`src/rtl/core/sc2a_pkg.sv`:
```
// package: types, constants and keymap lookup for the scancode to ascii buffer
package sc2a_pkg;

    localparam int DEPTH  = 256;
    localparam int PTR_W  = $clog2(DEPTH);
    localparam int CNT_W  = PTR_W + 1;
    localparam int PEND_W = (CNT_W > 8) ? CNT_W : 8;

    localparam logic [7:0] SC_LSHIFT_MAKE  = 8'h2A;
    localparam logic [7:0] SC_RSHIFT_MAKE  = 8'h36;
    localparam logic [7:0] SC_LSHIFT_BREAK = 8'hAA;
    localparam logic [7:0] SC_RSHIFT_BREAK = 8'hB6;
    localparam logic [7:0] SC_BREAK_BIT    = 8'h80;
    localparam logic [7:0] SC_TABLE_SIZE   = 8'h3A;
    localparam logic [6:0] CASE_OFFSET     = 7'd32;
    localparam logic [6:0] CH_LOWER_A      = 7'h61;
    localparam logic [6:0] CH_LOWER_Z      = 7'h7A;

    localparam logic ACT_SCANCODE = 1'b0;
    localparam logic ACT_READ     = 1'b1;

    localparam int          PEND_FULL_I = DEPTH - 1;
    localparam int          PEND_SAT_I  = (PEND_FULL_I > 255) ? 255 : PEND_FULL_I;
    localparam logic [7:0]  PEND_SAT    = 8'(PEND_SAT_I);

    typedef struct packed {
        logic       action;
        logic [7:0] scancode;
    } t_sc2a_in;

    typedef struct packed {
        logic [6:0] read_char;
        logic       read_valid;
        logic       dropped;
        logic [7:0] pending;
    } t_sc2a_out;

    function automatic logic [6:0] us_layout(input logic [5:0] idx);
        logic [6:0] ch;
        case (idx)
            6'd1:    ch = 7'h1B;
            6'd2:    ch = 7'h31;
            6'd3:    ch = 7'h32;
            6'd4:    ch = 7'h33;
            6'd5:    ch = 7'h34;
            6'd6:    ch = 7'h35;
            6'd7:    ch = 7'h36;
            6'd8:    ch = 7'h37;
            6'd9:    ch = 7'h38;
            6'd10:   ch = 7'h39;
            6'd11:   ch = 7'h30;
            6'd12:   ch = 7'h2D;
            6'd13:   ch = 7'h3D;
            6'd14:   ch = 7'h08;
            6'd15:   ch = 7'h09;
            6'd16:   ch = 7'h71;
            6'd17:   ch = 7'h77;
            6'd18:   ch = 7'h65;
            6'd19:   ch = 7'h72;
            6'd20:   ch = 7'h74;
            6'd21:   ch = 7'h79;
            6'd22:   ch = 7'h75;
            6'd23:   ch = 7'h69;
            6'd24:   ch = 7'h6F;
            6'd25:   ch = 7'h70;
            6'd26:   ch = 7'h5B;
            6'd27:   ch = 7'h5D;
            6'd28:   ch = 7'h0A;
            6'd30:   ch = 7'h61;
            6'd31:   ch = 7'h73;
            6'd32:   ch = 7'h64;
            6'd33:   ch = 7'h66;
            6'd34:   ch = 7'h67;
            6'd35:   ch = 7'h68;
            6'd36:   ch = 7'h6A;
            6'd37:   ch = 7'h6B;
            6'd38:   ch = 7'h6C;
            6'd39:   ch = 7'h3B;
            6'd40:   ch = 7'h27;
            6'd41:   ch = 7'h60;
            6'd43:   ch = 7'h5C;
            6'd44:   ch = 7'h7A;
            6'd45:   ch = 7'h78;
            6'd46:   ch = 7'h63;
            6'd47:   ch = 7'h76;
            6'd48:   ch = 7'h62;
            6'd49:   ch = 7'h6E;
            6'd50:   ch = 7'h6D;
            6'd51:   ch = 7'h2C;
            6'd52:   ch = 7'h2E;
            6'd53:   ch = 7'h2F;
            6'd55:   ch = 7'h2A;
            6'd57:   ch = 7'h20;
            default: ch = 7'h00;
        endcase
        return ch;
    endfunction

endpackage

```
`src/rtl/core/scancode_to_ascii_fifo.sv`:
```
// top level: ps/2 set-1 scancode translator with a character ring buffer
//
//  channel   ports                       transfer
//  input     start, busy, i_item         edge with start high and busy low
//  output    o_strobe, o_result          edge that ends the strobe cycle
//
// for each item, the accept edge reads the buffer slot at the read
// pointer from the synchronous memory, the next edge writes back, moves the
// pointers and registers the result, which shows for one cycle with o_strobe
// busy is high during the cycle between accept and result
// reset clears the shift flag, both pointers and the handshake flags only
// the receiver cannot stall, so a new item may be accepted while a result shows
module scancode_to_ascii_fifo (
    input  logic                i_clk,
    input  logic                i_rst_n,
    input  logic                start,
    output logic                busy,
    input  sc2a_pkg::t_sc2a_in  i_item,
    output logic                o_strobe,
    output sc2a_pkg::t_sc2a_out o_result
);

    logic [6:0] r_mem [sc2a_pkg::DEPTH];

    logic                           r_busy;
    logic                           r_strobe;
    logic                           r_shift;
    logic [sc2a_pkg::PTR_W-1:0]     r_wr_ptr;
    logic [sc2a_pkg::PTR_W-1:0]     r_rd_ptr;
    sc2a_pkg::t_sc2a_in             r_item;
    logic [6:0]                     r_rd_data;
    sc2a_pkg::t_sc2a_out            r_result;

    logic                           n_shift;
    logic [sc2a_pkg::PTR_W-1:0]     n_wr_ptr;
    logic [sc2a_pkg::PTR_W-1:0]     n_rd_ptr;
    sc2a_pkg::t_sc2a_out            n_result;

    logic                           w_accept;
    logic [6:0]                     w_map;
    logic [6:0]                     w_char;
    logic                           w_in_table;
    logic                           w_push;
    logic                           w_full;
    logic                           w_empty;
    logic [sc2a_pkg::PTR_W-1:0]     w_wr_adv;
    logic [sc2a_pkg::PTR_W-1:0]     w_rd_adv;
    logic [sc2a_pkg::PEND_W-1:0]    w_cnt;

    assign w_accept = start && !r_busy;
    assign busy     = r_busy;
    assign o_strobe = r_strobe;
    assign o_result = r_result;

    assign w_wr_adv = (r_wr_ptr == sc2a_pkg::PTR_W'(sc2a_pkg::DEPTH - 1))
                    ? '0 : r_wr_ptr + 1'b1;
    assign w_rd_adv = (r_rd_ptr == sc2a_pkg::PTR_W'(sc2a_pkg::DEPTH - 1))
                    ? '0 : r_rd_ptr + 1'b1;
    assign w_full   = (w_wr_adv == r_rd_ptr);
    assign w_empty  = (r_wr_ptr == r_rd_ptr);

    assign w_in_table = ((r_item.scancode & sc2a_pkg::SC_BREAK_BIT) == 8'h00)
                     && (r_item.scancode < sc2a_pkg::SC_TABLE_SIZE);
    assign w_map      = sc2a_pkg::us_layout(r_item.scancode[5:0]);
    assign w_char     = (r_shift && w_map >= sc2a_pkg::CH_LOWER_A
                                 && w_map <= sc2a_pkg::CH_LOWER_Z)
                      ? w_map - sc2a_pkg::CASE_OFFSET : w_map;

    always_comb begin
        n_shift             = r_shift;
        n_wr_ptr            = r_wr_ptr;
        n_rd_ptr            = r_rd_ptr;
        w_push              = 1'b0;
        n_result.read_char  = 7'h00;
        n_result.read_valid = 1'b0;
        n_result.dropped    = 1'b0;
        case (r_item.action)
            sc2a_pkg::ACT_SCANCODE: begin
                if (r_item.scancode == sc2a_pkg::SC_LSHIFT_MAKE
                    || r_item.scancode == sc2a_pkg::SC_RSHIFT_MAKE) begin
                    n_shift = 1'b1;
                end else if (r_item.scancode == sc2a_pkg::SC_LSHIFT_BREAK
                    || r_item.scancode == sc2a_pkg::SC_RSHIFT_BREAK) begin
                    n_shift = 1'b0;
                end else if (w_in_table && w_map != 7'h00) begin
                    if (w_full) begin
                        n_result.dropped = 1'b1;
                    end else begin
                        w_push   = 1'b1;
                        n_wr_ptr = w_wr_adv;
                    end
                end
            end
            sc2a_pkg::ACT_READ: begin
                if (!w_empty) begin
                    n_result.read_char  = r_rd_data;
                    n_result.read_valid = 1'b1;
                    n_rd_ptr            = w_rd_adv;
                end
            end
            default: begin
                n_shift = r_shift;
            end
        endcase
        if (n_wr_ptr >= n_rd_ptr) begin
            w_cnt = sc2a_pkg::PEND_W'(n_wr_ptr) - sc2a_pkg::PEND_W'(n_rd_ptr);
        end else begin
            w_cnt = sc2a_pkg::PEND_W'(n_wr_ptr) + sc2a_pkg::PEND_W'(sc2a_pkg::DEPTH)
                  - sc2a_pkg::PEND_W'(n_rd_ptr);
        end
        n_result.pending = (w_cnt > sc2a_pkg::PEND_W'(255)) ? 8'hFF : w_cnt[7:0];
    end

    // buffer memory, one write in the busy cycle of a push and one registered read on accept
    always_ff @(posedge i_clk) begin
        if (r_busy && w_push) begin
            r_mem[r_wr_ptr] <= w_char;
        end
    end

    always_ff @(posedge i_clk) begin
        if (w_accept) begin
            r_rd_data <= r_mem[r_rd_ptr];
        end
    end

    always_ff @(posedge i_clk) begin
        if (w_accept) begin
            r_item <= i_item;
        end
        if (r_busy) begin
            r_result <= n_result;
        end
    end

    always_ff @(posedge i_clk) begin
        if (!i_rst_n) begin
            r_busy   <= 1'b0;
            r_strobe <= 1'b0;
            r_shift  <= 1'b0;
            r_wr_ptr <= '0;
            r_rd_ptr <= '0;
        end else begin
            r_busy   <= w_accept;
            r_strobe <= r_busy;
            if (r_busy) begin
                r_shift  <= n_shift;
                r_wr_ptr <= n_wr_ptr;
                r_rd_ptr <= n_rd_ptr;
            end
        end
    end

endmodule

```
`config.mk`:
```
export PLATFORM = sky130hd
export DESIGN_NAME = scancode_to_ascii_fifo
export DESIGN_NICKNAME = d
export VERILOG_FILES = /design/src/rtl/core/sc2a_pkg.sv /design/src/rtl/core/scancode_to_ascii_fifo.sv
export SDC_FILE = /design/constraint.sdc
export NUM_CORES = 2
export LEC_CHECK = 0
export BUFFER_PORTS_ARGS = -buffer_cell sky130_fd_sc_hd__buf_2
export CAP_MARGIN = 10
export CORE_ASPECT_RATIO = 0.75
export CORE_MARGIN = 2
export CORE_UTILIZATION = 41
export CTS_BUF_LIST = sky130_fd_sc_hd__clkbuf_8
export DETAILED_ROUTE_END_ITERATION = 10
export MAX_ROUTING_LAYER = met4
export PLACE_DENSITY = 0.55
export SETUP_SLACK_MARGIN = 0.2
export SLEW_MARGIN = 20
export SYNTH_ARGS = -nofsm -noshare
export SYNTH_HDL_FRONTEND = slang
export SYNTH_SLANG_ARGS = --single-unit
```
`constraint.sdc`:
```
create_clock -name i_clk -period 15.8 [get_ports i_clk]
set_clock_uncertainty 0.2 [all_clocks]
set_input_delay 3.16 -clock i_clk [delete_from_list [all_inputs] [get_ports i_clk]]
set_output_delay 3.16 -clock i_clk [all_outputs]
set_load 0.03 [all_outputs]
```
==> results_dict.tcl <==
set metrics [dict create \
    status "complete, no violations" \
    max_slew.worst_pin.slew_ns 1.163 \
    grt_antenna_before_repair 20 \
    multiInputGateArea_mm2 0.01729 \
    postSynthAreaPerCell_um2 19.40 \
    total_die_area_mm2 0.1832 \
    post_cts.repair.setup_buffers 0 \
    p_comb_share_pct 4.9 \
    clock_path_buffers 4 \
    p_int_mw 7.587 \
    seq_area_frac_synth_pct 75.05 \
    globalRouteTotalUtil_pct 22.39 \
    ctsHoldBuffers 0 \
    critical_path.n_buffers_inverters 4 \
    clk_root_buffer_cell "clkbuf_8" \
    drt-initial-drc-count 4553 \
    design.portCount 31 \
    placeableCoreArea_mm2 0.1782 \
    area_of_placed_instances_mm2 0.07643 \
    hold_violations 0 \
    clk_transition_reported_paths_ns 0.06 \
    wire_length_of_the_first_global_routing_pass_um 284000 \
    setup_slack_ns 9.627 \
    overflow 0 \
    top_signal_layer_used "met4" \
    final_max_slew_viol_count 0 \
    power.sequential.fraction_pct 57.5 \
    yosys-top-cells-area "edfxtp_1, mux4_2, mux2i_1" \
    unrepaired_setup_endpoints_after_global_routing "no" \
    crit_path_cell_trace "buf_4, buf_4, buf_4, buf_4, mux4_2, o22ai_1, nor3_1, o22ai_1, a22o_1, a21oi_1" \
    finalWirelength_um 199400 \
    top_count_cell_post_synth "edfxtp_1" \
    synthDominantCellAreaShare_pct 74.35 \
    cts_tree "yes" \
    fp.dieW_um 493.6 \
    dr.pass1.iters 5 \
    worst-endpoint-arrival_ns 6.70 \
    cpPeakStageDelay_ns 0.82 \
    number_of_buffers_inserted_during_clock_tree_synthesis 302 \
    critical_path.startpoint_type "flop" \
    initial_utilization_pct 41.36 \
    maxClockFrequency_ghz 0.1620 \
    routabilityCongestion 0.8284 \
    critical_path_peak_fanout 47 \
    avgViaCountPerCell 5.872 \
    p_clk_share_pct 37.6 \
    p_per_area_mw_per_mm2 121.3 \
    maximum_number_of_pins_on_one_net_before_global_route_repair 200 \
    swShare_pct 23.36 \
    net-switching-power_mw 2.312 \
    post_synth_most_frequent_cells "edfxtp_1, mux4_2, nor2_1" \
    design_area_mm2 0.08164 \
    final-setup-viol-count 0 \
    synth_nets 3837 \
    hp-class "reg2reg" \
    worst_ep_required_time_ns 16.32 \
    hpwl_um 116800 \
    count_of_nets_left_with_antenna_violations_after_detail_routing 0 \
    h-tree-depth 5 \
    die_h_um 371.2 \
    routed-wl-met3_um 17430 \
    regToRegStartpoint "r_rd_ptr[0]" \
    routed_wire_length_per_instance_um 30.45 \
    share_of_async_settable_or_async_resettable_flops_after_synthesis_pct 0 \
    critical-path-top-delay-family "buffers and inverters" \
    end_kind "flop" \
    max-vdd-ir-drop_mv 0.08625 \
    number_of_flops_mapped_to_enable_cells_by_yosys 1825 \
    worstSkewPairLatency_ns 1.02 \
    report.power.total_mw 9.899 \
    critical_path.slowest_cell "buf_4" \
    clock-sinks 1851 \
    wl_met1_um 90200 \
    postSynthRegisterBits 1851 \
    relSlewSlack_pct 22.20 \
    postSynthCellCount 3800 \
    totalNegativeSetupSlack_ns 0 \
    drt_drc_violations_left 0 \
    cts_resized 0 \
    grt_pass1_vias 37484 \
    dp_slack_ns 9.380 \
    synth.cell_area_mm2 0.07371 \
    routed-via-count 38448 \
    hold_path_startpoint "r_shift" \
    worst_path_most_repeated_cell "buf_4" \
    fraction_of_final_layout_cells_sized_beyond_drive_strength_1_pct 22.21 \
    distinct_cells_synth 77 \
    synth-main-ff-cell "edfxtp_1" \
    sum_of_met2_wire_segment_lengths_after_detailed_routing_um 86900 \
    finalCritPeriodShare_pct 39.07 \
    critical_path_class "reg2reg" \
    ff_latch_area_mm2 0.05536 \
    number_of_placement_rows 134 \
    layout-area-overhead-vs-synth_pct 10.75 \
    synth.yosys.warnings 0 \
    fillerInstances 15089 \
    setup.worst_path.start "r_rd_ptr[0]" \
    layout_min_cycle_time_ns 6.173 \
    cellLeakagePower_nw 24.76 \
    num-nets-final 3997 \
    cap_violations 0 \
    synth_largest_area_cell "edfxtp_1" \
    io_buffer_count 30 \
]
[stage by stage]
step / instances / util, % / hold slack (ns)
after floorplan: 3800 / - / 0.2571
after global placement: 6034 / 42.86 / 0.3141
after detailed placement: 6035 / 42.89 / 0.3566
after CTS: 6539 / 45.77 / 0.3897
after global routing: 6544 / 45.80 / 0.4536
final: 6548 / 45.81 / 0.3760
[power by group through the flow]
stage	combinational (mW)	sequential (mW)	clock [mW]
floorplan	0.187	5.91	0
global placement	0.476	5.79	0
detailed placement	0.488	5.80	0
CTS	0.486	5.69	3.80
global route	0.524	5.69	4.02
finish	0.485	5.69	3.72
[worst register-to-register path: cells and delay by family (launching register included)]
family,cells,cell delay (ns)
muxes,1,0.67
DFF,1,0.79
and+or+nand+nor,1,0.22
buffers and inverters,4,3.25
AOI/OAI and AO/OA,4,0.74
[routing by layer]
metal / up-vias / track usage (%)
met5: - / -
met4: 0 / 6.483
met3: 322 / 4.719
met2: 1789 / 30.90
met1: 20349 / 33.35
li1: 15988 / -
[area by class of cell]
class | count | share of cell area [%]
Sequential cell | 1851 | 67.81
Multi-Input combinational cell | 1683 | 21.18
Clock buffer | 306 | 5.159
Tap cell | 2380 | 3.648
Clock inverter | 198 | 1.142
Timing Repair Buffer | 106 | 0.9625
Inverter | 16 | 0.07357
Antenna cell | 8 | 0.02452
[flip-flops by register name, summed over array words and instances, names as in the netlist]
name / count
o_result: 17
r_wr_ptr: 8
r_rd_ptr: 8
r_shift: 1
w_map: 7
r_item: 9
busy: 1
r_mem: 1792
o_strobe: 1
r_rd_data: 7
[cell families after synthesis]
kind of cell	count (synthesis)	share of synthesized area, %
AO/OA/AOI/OAI	431	4.140
AND/OR/NAND/NOR	645	4.150
adder cells (fa/ha/maj)	25	0.4345
buffers and inverters	266	1.709
XOR/XNOR	30	0.3565
flip-flops	1851	75.05
multiplexers	552	14.16
[cells in the final DEF (no fill, tap or decap), types with 7 or more instances in the layout]
cell	netlist	final
edfxtp_1	1825	1825
mux4_2	392	392
nor2_1	308	306
clkbuf_8	0	306
mux2i_1	155	153
inv_1	15	106
o22ai_1	94	94
nand2_1	100	84
a22oi_1	81	81
nand3_1	75	75
buf_4	28	70
clkinv_1	1	65
nor3_1	48	48
o21ai_0	40	36
a21oi_1	35	35
o211ai_1	31	31
buf_2	71	30
a211oi_1	25	25
ha_1	24	24
clkinv_2	0	24
xnor2_1	21	21
nor2b_1	22	19
a31oi_1	18	18
and2_1	18	17
a221oi_1	17	17
nand2_2	0	14
a21o_1	13	13
nand4_1	13	13
clkinvlp_4	0	13
dfxtp_1	26	13
and3_1	13	12
a311oi_1	12	12
a211o_1	9	9
diode_2	0	8
xor2_1	9	8
nand3b_4	8	8
dfxtp_4	0	8
o2111ai_1	7	7
a22o_1	7	7
[path summary, 6_finish.rpt]
| path | endpoint | slack [ns] | depth (start not counted) |
|---|---|---|---|
| max reg2reg | r_rd_data[4] | 9.63 | 10 |
| max | r_rd_data[4] | 9.63 | 10 |
| min | r_shift | 0.38 | 2 |
| min reg2reg | r_shift | 0.38 | 2 |
(Power assumes the default switching activity.)
